`src/rtl/core/iafv_pkg.sv`:
```
// Shared types, constants and helpers for the binary stream frame validator.
// Used by every module under rtl/core; depends on nothing else.
package iafv_pkg;

    localparam int unsigned HEADER_BYTES = 64;
    localparam int HDR_POS_W  = $clog2(HEADER_BYTES);
    localparam int HDR_WORD_W = HDR_POS_W - 2;

    localparam logic [HDR_WORD_W-1:0] W_RECEIVER = HDR_WORD_W'(0);
    localparam logic [HDR_WORD_W-1:0] W_RATE     = HDR_WORD_W'(1);
    localparam logic [HDR_WORD_W-1:0] W_FORMAT   = HDR_WORD_W'(2);
    localparam logic [HDR_WORD_W-1:0] W_COUNT    = HDR_WORD_W'(5);
    localparam logic [HDR_WORD_W-1:0] W_TYPE     = HDR_WORD_W'(6);
    localparam logic [HDR_WORD_W-1:0] W_CHANNELS = HDR_WORD_W'(7);

    localparam logic [31:0] HDR_BYTES_32  = 32'(HEADER_BYTES);
    localparam logic [33:0] HDR_BYTES_34  = 34'(HEADER_BYTES);
    localparam logic [31:0] RATE_MIN      = 32'd8000;
    localparam logic [31:0] RATE_MAX      = 32'd10000000;
    localparam logic [31:0] WANT_CHANNELS = 32'd2;
    localparam logic [31:0] CHRONO_TYPE   = 32'd3;
    localparam logic [31:0] MAX_TYPE      = 32'd3;
    localparam logic [31:0] COUNT_SAT     = 32'hFFFF_FFFF;
    localparam logic [7:0]  EXP_ALL_ONES  = 8'hFF;

    localparam logic [7:0]  RST_MAX_RX    = 8'd8;
    localparam logic [31:0] RST_MAX_FRAME = 32'd1048576;
    localparam logic [31:0] RST_FLOAT_FMT = 32'd0;

    localparam logic KIND_SAMPLE  = 1'b0;
    localparam logic KIND_VERDICT = 1'b1;

    localparam int OUTQ_DEPTH = 4;
    localparam int OUTQ_PTR_W = $clog2(OUTQ_DEPTH);

    typedef enum logic [1:0] {
        CFG_MAX_RX    = 2'd0,
        CFG_MAX_FRAME = 2'd1,
        CFG_FLOAT_FMT = 2'd2
    } t_cfg_idx;

    typedef enum logic [3:0] {
        ST_OK        = 4'd0,
        ST_SHORT     = 4'd1,
        ST_TOO_LARGE = 4'd2,
        ST_RECEIVER  = 4'd3,
        ST_FORMAT    = 4'd4,
        ST_RATE      = 4'd5,
        ST_CHANNELS  = 4'd6,
        ST_TYPE      = 4'd7,
        ST_LENGTH    = 4'd8,
        ST_NONFINITE = 4'd9
    } t_status;

    typedef struct packed {
        logic [7:0]  max_rx;
        logic [31:0] max_frame;
        logic [31:0] float_fmt;
    } t_cfg;

    typedef struct packed {
        logic        has_sample;
        logic [31:0] sample_bits;
        logic        has_verdict;
        logic [31:0] size;
        logic [31:0] receiver;
        logic [31:0] rate;
        logic [31:0] format;
        logic [31:0] count;
        logic [31:0] dtype;
        logic [31:0] channels;
        logic        nonfinite;
    } t_evt;

    typedef struct packed {
        logic        kind;
        logic [31:0] sample_bits;
        logic [31:0] receiver;
        logic [31:0] rate;
        logic [31:0] count;
        logic [1:0]  stype;
        t_status     status;
        logic        eor;
    } t_result;

    function automatic logic [31:0] put_lane(input logic [31:0] word,
                                             input logic [1:0]  lane,
                                             input logic [7:0]  b);
        logic [31:0] w;
        w = word;
        w[8*lane +: 8] = b;
        return w;
    endfunction

endpackage

```
`src/rtl/core/iafv_front.sv`:
```
// Front end: takes frame bytes, gathers the header and assembles payload words.
// Emits one event record per sample or frame end; depends on iafv_pkg.
module iafv_front (
    input  logic              i_clk,
    input  logic              i_rst_n,
    input  logic              i_push,
    input  logic [7:0]        i_data_byte,
    input  logic              i_last_byte,
    input  logic              i_q_full,
    output logic              o_accept,
    output logic              o_evt_push,
    output iafv_pkg::t_evt    o_evt
);

    logic [31:0] r_byte_count, n_byte_count;
    logic [31:0] r_receiver, n_receiver;
    logic [31:0] r_rate, n_rate;
    logic [31:0] r_format, n_format;
    logic [31:0] r_count, n_count;
    logic [31:0] r_type, n_type;
    logic [31:0] r_channels, n_channels;
    logic [23:0] r_partial, n_partial;
    logic        r_saw_nf, n_saw_nf;

    logic [iafv_pkg::HDR_POS_W-1:0]  pos;
    logic [iafv_pkg::HDR_WORD_W-1:0] word;
    logic [1:0]                      pay_lane;
    logic [31:0]                     bits;
    logic                            has_sample;

    assign o_accept = i_push && !i_q_full;
    assign pos      = r_byte_count[iafv_pkg::HDR_POS_W-1:0];
    assign word     = pos[iafv_pkg::HDR_POS_W-1:2];
    assign pay_lane = r_byte_count[1:0] - iafv_pkg::HDR_BYTES_32[1:0];
    assign bits     = {i_data_byte, r_partial};

    always_comb begin
        n_byte_count = r_byte_count;
        n_receiver   = r_receiver;
        n_rate       = r_rate;
        n_format     = r_format;
        n_count      = r_count;
        n_type       = r_type;
        n_channels   = r_channels;
        n_partial    = r_partial;
        n_saw_nf     = r_saw_nf;
        has_sample   = 1'b0;

        if (r_byte_count != iafv_pkg::COUNT_SAT) begin
            n_byte_count = r_byte_count + 32'd1;
            if (r_byte_count < iafv_pkg::HDR_BYTES_32) begin
                unique case (word)
                    iafv_pkg::W_RECEIVER: n_receiver =
                        iafv_pkg::put_lane(r_receiver, pos[1:0], i_data_byte);
                    iafv_pkg::W_RATE:     n_rate =
                        iafv_pkg::put_lane(r_rate, pos[1:0], i_data_byte);
                    iafv_pkg::W_FORMAT:   n_format =
                        iafv_pkg::put_lane(r_format, pos[1:0], i_data_byte);
                    iafv_pkg::W_COUNT:    n_count =
                        iafv_pkg::put_lane(r_count, pos[1:0], i_data_byte);
                    iafv_pkg::W_TYPE:     n_type =
                        iafv_pkg::put_lane(r_type, pos[1:0], i_data_byte);
                    iafv_pkg::W_CHANNELS: n_channels =
                        iafv_pkg::put_lane(r_channels, pos[1:0], i_data_byte);
                    default: ;
                endcase
            end else if (pay_lane != 2'd3) begin
                n_partial = r_partial;
                n_partial[8*pay_lane[1:0] +: 8] = i_data_byte;
            end else begin
                has_sample = 1'b1;
                n_partial  = 24'd0;
                if (bits[30:23] == iafv_pkg::EXP_ALL_ONES) begin
                    n_saw_nf = 1'b1;
                end
            end
        end

        o_evt.has_sample  = has_sample;
        o_evt.sample_bits = bits;
        o_evt.has_verdict = i_last_byte;
        o_evt.size        = n_byte_count;
        o_evt.receiver    = n_receiver;
        o_evt.rate        = n_rate;
        o_evt.format      = n_format;
        o_evt.count       = n_count;
        o_evt.dtype       = n_type;
        o_evt.channels    = n_channels;
        o_evt.nonfinite   = n_saw_nf;

        if (i_last_byte) begin
            n_byte_count = 32'd0;
            n_receiver   = 32'd0;
            n_rate       = 32'd0;
            n_format     = 32'd0;
            n_count      = 32'd0;
            n_type       = 32'd0;
            n_channels   = 32'd0;
            n_partial    = 24'd0;
            n_saw_nf     = 1'b0;
        end
    end

    assign o_evt_push = o_accept && (has_sample || i_last_byte);

    always_ff @(posedge i_clk) begin
        if (!i_rst_n) begin
            r_byte_count <= 32'd0;
            r_receiver   <= 32'd0;
            r_rate       <= 32'd0;
            r_format     <= 32'd0;
            r_count      <= 32'd0;
            r_type       <= 32'd0;
            r_channels   <= 32'd0;
            r_partial    <= 24'd0;
            r_saw_nf     <= 1'b0;
        end else if (o_accept) begin
            r_byte_count <= n_byte_count;
            r_receiver   <= n_receiver;
            r_rate       <= n_rate;
            r_format     <= n_format;
            r_count      <= n_count;
            r_type       <= n_type;
            r_channels   <= n_channels;
            r_partial    <= n_partial;
            r_saw_nf     <= n_saw_nf;
        end
    end

endmodule

```
`src/rtl/core/iafv_evt_queue.sv`:
```
// Two-entry queue of event records between the front and back ends.
// Depends on iafv_pkg for the record type.
module iafv_evt_queue (
    input  logic           i_clk,
    input  logic           i_rst_n,
    input  logic           i_push,
    input  iafv_pkg::t_evt i_evt,
    input  logic           i_pop,
    output logic           o_full,
    output logic           o_empty,
    output iafv_pkg::t_evt o_head
);

    iafv_pkg::t_evt r_mem [2];
    logic [1:0]     r_cnt;
    logic           r_wr;
    logic           r_rd;

    assign o_full  = (r_cnt == 2'd2);
    assign o_empty = (r_cnt == 2'd0);
    assign o_head  = r_mem[r_rd];

    always_ff @(posedge i_clk) begin
        if (i_push) begin
            r_mem[r_wr] <= i_evt;
        end
    end

    always_ff @(posedge i_clk) begin
        if (!i_rst_n) begin
            r_cnt <= 2'd0;
            r_wr  <= 1'b0;
            r_rd  <= 1'b0;
        end else begin
            if (i_push) begin
                r_wr <= ~r_wr;
            end
            if (i_pop) begin
                r_rd <= ~r_rd;
            end
            r_cnt <= r_cnt + {1'b0, i_push} - {1'b0, i_pop};
        end
    end

endmodule

```
`src/rtl/core/iafv_back.sv`:
```
// Back end: judges frame-end records and queues sample and verdict results.
// Depends on iafv_pkg; fed by iafv_evt_queue.
module iafv_back (
    input  logic              i_clk,
    input  logic              i_rst_n,
    input  iafv_pkg::t_cfg    i_cfg,
    input  logic              i_q_empty,
    input  iafv_pkg::t_evt    i_evt,
    output logic              o_q_pop,
    input  logic              i_pop,
    output logic              o_empty,
    output iafv_pkg::t_result o_res
);

    iafv_pkg::t_result r_mem [iafv_pkg::OUTQ_DEPTH];
    logic [iafv_pkg::OUTQ_PTR_W:0]   r_cnt;
    logic [iafv_pkg::OUTQ_PTR_W-1:0] r_wr;
    logic [iafv_pkg::OUTQ_PTR_W-1:0] r_rd;

    iafv_pkg::t_status status;
    iafv_pkg::t_result res_sample, res_verdict, res0;
    logic [33:0]       expected;
    logic [1:0]        nres;
    logic              take;
    logic              both;
    logic              out_pop;

    assign expected = {i_evt.count, 2'b00} + iafv_pkg::HDR_BYTES_34;

    always_comb begin
        priority if (i_evt.size < iafv_pkg::HDR_BYTES_32) begin
            status = iafv_pkg::ST_SHORT;
        end else if (i_evt.size > i_cfg.max_frame) begin
            status = iafv_pkg::ST_TOO_LARGE;
        end else if (i_cfg.max_rx == 8'd0
                     || i_evt.receiver >= {24'd0, i_cfg.max_rx}) begin
            status = iafv_pkg::ST_RECEIVER;
        end else if (i_evt.format != i_cfg.float_fmt) begin
            status = iafv_pkg::ST_FORMAT;
        end else if (i_evt.rate < iafv_pkg::RATE_MIN
                     || i_evt.rate > iafv_pkg::RATE_MAX) begin
            status = iafv_pkg::ST_RATE;
        end else if (i_evt.channels != iafv_pkg::WANT_CHANNELS) begin
            status = iafv_pkg::ST_CHANNELS;
        end else if (i_evt.dtype > iafv_pkg::MAX_TYPE) begin
            status = iafv_pkg::ST_TYPE;
        end else if ((i_evt.dtype == iafv_pkg::CHRONO_TYPE)
                     ? (i_evt.size != iafv_pkg::HDR_BYTES_32)
                     : (expected != {2'b00, i_evt.size})) begin
            status = iafv_pkg::ST_LENGTH;
        end else if (i_evt.nonfinite) begin
            status = iafv_pkg::ST_NONFINITE;
        end else begin
            status = iafv_pkg::ST_OK;
        end
    end

    always_comb begin
        both = i_evt.has_sample && i_evt.has_verdict;

        res_sample             = '0;
        res_sample.kind        = iafv_pkg::KIND_SAMPLE;
        res_sample.sample_bits = i_evt.sample_bits;
        res_sample.status      = iafv_pkg::ST_OK;
        res_sample.eor         = !both;

        res_verdict             = '0;
        res_verdict.kind        = iafv_pkg::KIND_VERDICT;
        res_verdict.receiver    = i_evt.receiver;
        res_verdict.rate        = i_evt.rate;
        res_verdict.count       = i_evt.count;
        res_verdict.stype       = (status == iafv_pkg::ST_OK) ? i_evt.dtype[1:0] : 2'd0;
        res_verdict.status      = status;
        res_verdict.eor         = 1'b1;

        res0 = i_evt.has_sample ? res_sample : res_verdict;
        nres = {1'b0, i_evt.has_sample} + {1'b0, i_evt.has_verdict};
    end

    assign take    = !i_q_empty
                     && ((3'(iafv_pkg::OUTQ_DEPTH) - r_cnt) >= {1'b0, nres});
    assign o_q_pop = take;
    assign o_empty = (r_cnt == '0);
    assign out_pop = i_pop && !o_empty;
    assign o_res   = r_mem[r_rd];

    always_ff @(posedge i_clk) begin
        if (take) begin
            r_mem[r_wr] <= res0;
            if (both) begin
                r_mem[r_wr + 1'b1] <= res_verdict;
            end
        end
    end

    always_ff @(posedge i_clk) begin
        if (!i_rst_n) begin
            r_cnt <= '0;
            r_wr  <= '0;
            r_rd  <= '0;
        end else begin
            if (take) begin
                r_wr <= r_wr + nres[iafv_pkg::OUTQ_PTR_W-1:0];
            end
            if (out_pop) begin
                r_rd <= r_rd + 1'b1;
            end
            r_cnt <= r_cnt + (take ? {1'b0, nres} : 3'd0) - {2'b00, out_pop};
        end
    end

endmodule

```
`src/rtl/core/iq_audio_frame_validator_core.sv`:
```
// Top level of the binary stream frame validator: config registers and wiring.
// Instantiates iafv_front, iafv_evt_queue and iafv_back; depends on iafv_pkg.
//
// Takes one frame byte per cycle while full is low; a frame's 64-byte header
// is gathered, each payload float leaves as a sample result as soon as its
// fourth byte arrives, and the final byte adds a verdict carrying header words
// and status. Samples leave before the verdict, so drop them when the status is
// not ok. A byte that completes a sample and ends the frame yields two results;
// the result side delivers one result per cycle, so full only rises when
// results are not popped. A result reaches the outputs through a two-entry
// event queue and then a four-entry result queue.
module iq_audio_frame_validator_core (
    input  logic        i_clk,
    input  logic        i_rst_n,
    input  logic        push,
    output logic        full,
    input  logic [7:0]  i_data_byte,
    input  logic        i_last_byte,
    output logic        empty,
    input  logic        pop,
    output logic        o_result_kind,
    output logic [31:0] o_sample_bits,
    output logic [31:0] o_receiver_number,
    output logic [31:0] o_rate_hz,
    output logic [31:0] o_declared_count,
    output logic [1:0]  o_stream_type,
    output logic [3:0]  o_status,
    output logic        o_end_of_run,
    input  logic        i_cfg_wr_en,
    input  logic [1:0]  i_cfg_addr,
    input  logic [31:0] i_cfg_wr_data
);

    iafv_pkg::t_cfg    r_cfg;
    iafv_pkg::t_evt    front_evt, head_evt;
    iafv_pkg::t_result res;
    logic              front_accept;
    logic              evt_push;
    logic              q_full, q_empty, q_pop;

    always_ff @(posedge i_clk) begin
        if (!i_rst_n) begin
            r_cfg.max_rx    <= iafv_pkg::RST_MAX_RX;
            r_cfg.max_frame <= iafv_pkg::RST_MAX_FRAME;
            r_cfg.float_fmt <= iafv_pkg::RST_FLOAT_FMT;
        end else if (i_cfg_wr_en) begin
            unique case (iafv_pkg::t_cfg_idx'(i_cfg_addr))
                iafv_pkg::CFG_MAX_RX:    r_cfg.max_rx    <= i_cfg_wr_data[7:0];
                iafv_pkg::CFG_MAX_FRAME: r_cfg.max_frame <= i_cfg_wr_data;
                iafv_pkg::CFG_FLOAT_FMT: r_cfg.float_fmt <= i_cfg_wr_data;
                default: ;
            endcase
        end
    end

    iafv_front u_front (
        .i_clk       (i_clk),
        .i_rst_n     (i_rst_n),
        .i_push      (push),
        .i_data_byte (i_data_byte),
        .i_last_byte (i_last_byte),
        .i_q_full    (q_full),
        .o_accept    (front_accept),
        .o_evt_push  (evt_push),
        .o_evt       (front_evt)
    );

    iafv_evt_queue u_evt_queue (
        .i_clk   (i_clk),
        .i_rst_n (i_rst_n),
        .i_push  (evt_push),
        .i_evt   (front_evt),
        .i_pop   (q_pop),
        .o_full  (q_full),
        .o_empty (q_empty),
        .o_head  (head_evt)
    );

    iafv_back u_back (
        .i_clk     (i_clk),
        .i_rst_n   (i_rst_n),
        .i_cfg     (r_cfg),
        .i_q_empty (q_empty),
        .i_evt     (head_evt),
        .o_q_pop   (q_pop),
        .i_pop     (pop),
        .o_empty   (empty),
        .o_res     (res)
    );

    assign full              = !front_accept && push ? 1'b1 : q_full;
    assign o_result_kind     = res.kind;
    assign o_sample_bits     = res.sample_bits;
    assign o_receiver_number = res.receiver;
    assign o_rate_hz         = res.rate;
    assign o_declared_count  = res.count;
    assign o_stream_type     = res.stype;
    assign o_status          = res.status;
    assign o_end_of_run      = res.eor;

endmodule

```
`config.mk`:
```
export PLATFORM = sky130hd
export DESIGN_NAME = iq_audio_frame_validator_core
export DESIGN_NICKNAME = d
export VERILOG_FILES = /design/src/rtl/core/iafv_pkg.sv /design/src/rtl/core/iafv_front.sv /design/src/rtl/core/iafv_evt_queue.sv /design/src/rtl/core/iafv_back.sv /design/src/rtl/core/iq_audio_frame_validator_core.sv
export SDC_FILE = /design/constraint.sdc
export NUM_CORES = 2
export LEC_CHECK = 0
export BUFFER_PORTS_ARGS = -buffer_cell sky130_fd_sc_hd__buf_2
export CAP_MARGIN = 10
export CORE_AREA = 2 2 344 346
export DETAILED_ROUTE_END_ITERATION = 16
export DIE_AREA = 0 0 346 348
export PLACE_DENSITY = 0.79
export SYNTH_ARGS = -nofsm -noshare
export SYNTH_HDL_FRONTEND = slang
export SYNTH_SLANG_ARGS = --single-unit
```
`constraint.sdc`:
```
create_clock -name i_clk -period 13.25 [get_ports i_clk]
set_input_delay 0.6625 -clock i_clk [delete_from_list [all_inputs] [get_ports i_clk]]
set_output_delay 0.6625 -clock i_clk [all_outputs]
set_load 0.005 [all_outputs]
```
Yosys cells after proc, flatten, opt, wreduce, memory -nomap -nowiden
Memories as Yosys holds them, arrays and structs flattened. A register that Yosys moved wholly into a read port is not among the register bits. Index checks and enable logic that the tools add are counted.

Bits in registers: 332. Bits in writable memories: 1062. Bits of input ports: 48. Output and inout bits: 138. Word-level logic and storage cells: 158. Memories kept: 2.

Add/subtract/negate cells: 12. $lt $le $gt $ge: 8. Eq/ne operators: 17. Shift operators: 4. Multiplexer cells: 70. Bitwise gates (word level): 2. Reductions and logical operators: 25.

Memories: u_back.r_mem (words 4, width 136, read ports 1, clocked after Yosys merged registers in 1, write ports 2, line iafv_back.sv:15) `iafv_pkg::t_result r_mem [iafv_pkg::OUTQ_DEPTH];`; u_evt_queue.r_mem (words 2, width 259, read ports 1, clocked after Yosys merged registers in 1, write ports 1, line iafv_evt_queue.sv:14) `iafv_pkg::t_evt r_mem [2];`.

Operators by type and width (count): two-way mux 32 bit (26); bitwise mux 32 bit (6); two-way mux 136 bit (1); two-way mux 24 bit (4); less-than comparator 32 x 7 -> 1 bit, second input constant (2); two-way mux 4 bit (9); adder 34 x 7 -> 34 bit, second input constant (1); != test 34 x 32 -> 1 bit (1); negation 5 -> 34 bit (1); variable shift 8 x 34 -> 24 bit, first input constant (1); variable shift 8 x 34 -> 32 bit, first input constant (1); variable part select 8 x 34 -> 24 bit (1); variable part select 8 x 34 -> 32 bit (1); adder 32 x 1 -> 32 bit, second input constant (1); == test 32 x 2 -> 1 bit, second input constant (1); greater-or-equal comparator 32 x 8 -> 1 bit (1); greater-than comparator 32 x 2 -> 1 bit, second input constant (1); greater-than comparator 32 x 24 -> 1 bit, second input constant (1); greater-than comparator 32 bit (1); less-than comparator 32 x 13 -> 1 bit, second input constant (1); != test 32 x 2 -> 1 bit, second input constant (1); != test 32 bit (1); != test 32 bit, second input constant (1); != test 32 x 7 -> 1 bit, second input constant (1); other kinds (30) (72).

Longest topological paths before layout
Depth in word-level cells: 14. Gate-level depth with buffers: 22. Depth with buffers taken out: 14.

By module
A second synthesis with hierarchy kept.

Cells, all modules: 4651. Area, all modules: 60573.1 µm².

By module, submodules not included: iafv_back (instances 1, cells an instance 2151, area an instance 26571.7 µm², sequential area each 15154.5 µm²); iafv_evt_queue (instances 1, cells an instance 827, area an instance 19756.4 µm², sequential area each 15655.0 µm²); iafv_front (instances 1, cells an instance 1397, area an instance 11531.1 µm², sequential area each 4984.8 µm²); iq_audio_frame_validator_core (instances 1, cells an instance 276, area an instance 2713.9 µm², sequential area each 1441.4 µm²).

Worst setup path before layout
OpenSTA, ideal clock, no wires.

Path type: flip-flop to flip-flop. Start point: register u_front.r_byte_count[1]. End point: memory u_evt_queue.r_mem[0][0] (netlist name) (enable). Setup time: 884 ps. Data arrival time: 12450 ps. Data required time: 12366 ps. Setup slack: -84 ps. Stages on the path, launching flop included: 11. Buffers on the path: 2. Period minus slack after synthesis: 13334 ps. Path through: dfxtp_1 ha_1 clkbuf_1 nand3_1 or3_1 clkbuf_1 nor4_2 o21ai_0 and2_1 nand2_1 nor2_1.

Cells in the longest elaborated chain, start to end: 8. Elaborated cells between the ends (all ways): 10. Those cells by class: order compare: 1; eq/ne: 2; mux: 5; reduce/logical: 2.

RTL lines: start, declared (line iafv_front.sv:15) `logic [31:0] r_byte_count, n_byte_count;`; start signal, assigned (line iafv_front.sv:118) `r_byte_count <= n_byte_count;`; parallel branches: the longest is 3 deep, another holds less-than comparator 32 x 7 -> 1 bit; two-way mux 1 bit (*) (line iafv_front.sv:49) `if (r_byte_count != iafv_pkg::COUNT_SAT) begin`; logical OR 1 bit (*) (line iafv_front.sv:104) `assign o_evt_push = o_accept && (has_sample || i_last_byte);`; logical AND 1 bit (*) (line iafv_front.sv:104); two-way mux 1 bit (*) (line iafv_evt_queue.sv:24) `if (i_push) begin`; two-way mux 1 bit (not written as such) (*) (line iafv_evt_queue.sv:25) `r_mem[r_wr] <= i_evt;`; end, declared (line iafv_evt_queue.sv:14).

Every way passes the cells marked *.

==> flow_summary.toml <==
[floorplanning]
dieArea_um2 = 120000
core_region_area_um2 = 117000
die_w_um = 346
start_util_pct = 50.5
num_rows = 126
die_y_um = 348
ios = 186

[sta]
slew_headroom_pct = 16.0
rsz0062_at_grt = "false"
fin_hold_ws_ns = 0.180
hold_viol = 0
setup_viol = 0
min_period_over_period_pct = 44.7
skew_ns = 0.0250
fin_crit_ns = 5.93
setup_ws_ns = 7.32
drv_slew = 0
worstMarginPinSlew_ns = 1.25
max_freq_mhz = 169

[logic_synthesis]
synth-edff-count = 926
async_reset_ff_share_pct = 0
netlist_area_um2 = 59100
yosysSeqAreaShare_pct = 63.0
syn_inst = 4679
synth-seq-cells = 1397
synthFlopType = "edfxtp_1"
yosys_warnings = 0
postSynthAreaPerCell_um2 = 12.6
yosysTopAreaCellShare_pct = 47.0
synth_area_leader_cell = "edfxtp_1"
ys_top_cells_by_area = "edfxtp_1 47%, dfxtp_1 16%, mux4_2 5.2%"
yosysUniqueCellTypes = 92
synth_nets = 4786

[critical_path]
crit_slowest_cell = "or3b_2"
critPathMaxStageDelay_ns = 0.94
crit_family = "buffers and inverters"
critPathCaptureType = "flop"
path_buf_inv = 6
cp.arrival_ns = 6.38
reg2reg_depth = 15
regToRegSetupSlack_ns = 7.32
cp.depth = 15
path_class = "flop to flop"
worstSetupEndpoint = "u_back.r_mem[1][42]"
worstPathRequired_ns = 13.70
path_cells = "mux2i_4 > buf_4 > inv_1 > ha_1 > inv_1 > ha_1 > o21ai_0 > a31oi_1 > buf_4 > or3b_2 > nor2_4 > a21oi_4 > buf_4 > buf_4 > nor2_1"
worstSetupStartpointType = "flop"
crit_top_cell = "buf_4"
worst_r2r_endpoint = "u_back.r_mem[1][42]"
worstPathMaxFanout = 58

[grt]
grtUsageTotal_pct = 25.6
grt_max_degree = 169
grt_antenna_before_repair = 19
grt_pass1_wl_mm = 235
grt.overflow.total = 0
grt_pass1_vias = 38600

[drt]
viasPerCell = 6.09
drc = 0
drtIter0Drc = 4624
ant_nets = 0
drt_wl_total_mm = 157
num_vias = 39200
drt-pass1-iter-count = 6
avgRoutedWirePerCell_um = 24.4

[cells_and_area]
mostFrequentLayoutCells = "926 x edfxtp_1, 743 x nor2_1, 468 x dfxtp_1"
nFillCells = 9151
register_area_um2 = 37200
drive_above_1_share_pct = 17.6
multi_input_comb_area_um2 = 20600
nNetsFinal = 4894
final_common_cell = "edfxtp_1"
fin_cells = 6437
syn2layout_area_growth_pct = 11.3

[clock_network]
h-tree-depth = 4
cts.clk_slew.worst_paths_ns = 0.06
cts_tree = "yes"
hold_buffers = 0
root_buffer = "clkbuf_16"
cts_sinks = 1397
numCtsBuffers = 134
cts_resized = 0
clk-insertion-delay-late_ns = 0.75
post_cts_buffers = 0
clock_path_buffers = 3

[pwr]
p_leak_uw = 0.0229
ir_drop_uv = 124
power_density_nw_per_um2 = 178
total_power_uw = 11700

[flow_run]
maxCapViolCount = 0

[placed_design]
gp_congestion = 0.893
dp_hpwl_mm = 99.2
place_inst = 6187
dpl_worst_slack_ns = 7.34
port_buffers = 185

[hold_path]
hold_path.class = "input port to flop"

[outcome]
status = "finished, final reports clean"
registers in the layout (all words and copies together), names as in the netlist, 3 cells and up, named ones only:
register / count
u_front.r_type: 32
u_front.r_count: 32
u_back.r_mem: 544
u_front.r_byte_count: 32
u_front.r_format: 32
u_front.r_receiver: 32
u_front.r_channels: 32
u_back.r_cnt: 3
u_evt_queue.r_mem: 518
u_front.r_partial: 24
r_cfg: 72
u_front.r_rate: 32
stage by stage:
step | utilization, % | setup TNS, ns | instance area, um^2
floorplan | - | -43.50 | 59100
global placement | 52.5 | 0 | 61500
detailed placement | 52.5 | 0 | 61500
CTS | 56.3 | 0 | 65800
global route | 56.3 | 0 | 65800
finish | 56.3 | 0 | 65800
worst min path at each step:
stage / start / end / slack (ns) / cells past startpoint
2_1_floorplan: u_back.r_mem[2][135] / u_back.r_mem[2][135] / 0.42 / 2
3_3_place_gp: u_back.r_mem[0][135] / u_back.r_mem[0][135] / 0.43 / 2
3_5_place_dp: u_back.r_mem[3][103] / u_back.r_mem[3][103] / 0.44 / 2
4_1_cts: i_data_byte[7] / u_evt_queue.r_mem[1][257] / 0.15 / 1
5_1_grt: i_data_byte[7] / u_evt_queue.r_mem[1][257] / 0.18 / 1
6_report: i_cfg_wr_data[10] / r_cfg[10] / 0.18 / 3
power by group:
| part | switching (uW) | internal [uW] | total [uW] |
|---|---|---|---|
| registers | 198 | 5200 | 5390 |
| clock network | 1650 | 2150 | 3800 |
| logic | 1530 | 995 | 2530 |
| total | 3380 | 8350 | 11700 |
synth_stat cells, types with 15 or more instances:
cell type and count:
clkbuf_1 212, and2_1 20, ha_1 58, mux2i_1 179, nor4_1 70, xnor2_1 44, xor2_1 82, and2_0 24
nor2_1 750, a22oi_1 205, dfxtp_1 471, buf_6 15, and3_1 18, edfxtp_1 926, inv_1 74, a21oi_1 265
o21ai_0 50, buf_1 31, a32o_1 26, mux2_2 220, or3_1 15, nand2_1 455, nand3_1 32, mux4_2 136
nor3_1 34, nand4_1 50
logic make-up (layout without fill, tap and decap cells):
family                     after synthesis  after routing  share of synthesized area, %
and+or+nand+nor                       1565           1565                          11.7
AOI/OAI and AO/OA                      641            641                          7.06
muxes                                  542            542                          12.6
DFF                                   1397           1397                          63.0
xor gates and xnor gates               128            128                          1.94
buffers and inverters                  347            567                          2.52
other                                    0              2                             0
adders and majority gates               59             59                          1.26
worst reg2reg max path, stage by stage, from the launching register on:
cell     delay, ns
dfxtp_4       0.65
mux2i_4       0.30
buf_4         0.40
inv_1         0.12
ha_1          0.26
inv_1         0.32
ha_1          0.31
o21ai_0       0.08
a31oi_1       0.10
buf_4         0.19
or3b_2        0.94
nor2_4        0.41
a21oi_4       0.22
buf_4         0.50
buf_4         0.69
nor2_1        0.18
layout make-up:
type	instances	share of cell area, %
flip-flops and latches	1397	56.6
multi-input cells	2935	31.3
clock buffers	191	5.77
well taps	1536	2.92
repair buffers	245	2.17
clock inverters	57	0.850
inverters	74	0.433
diodes	2	0.00760
routing by layer:
layer	GRT usage [%]	up-vias	part of all wire (%)	wire, um
met5	0	-	0.055	86
met4	11.3	14	4.4	6930
met3	4.16	350	8.2	12900
met2	42.6	1887	49	76400
met1	33.1	19600	39	60500
li1	-	17400	-	-
Power figures use the tool's default switching activity.
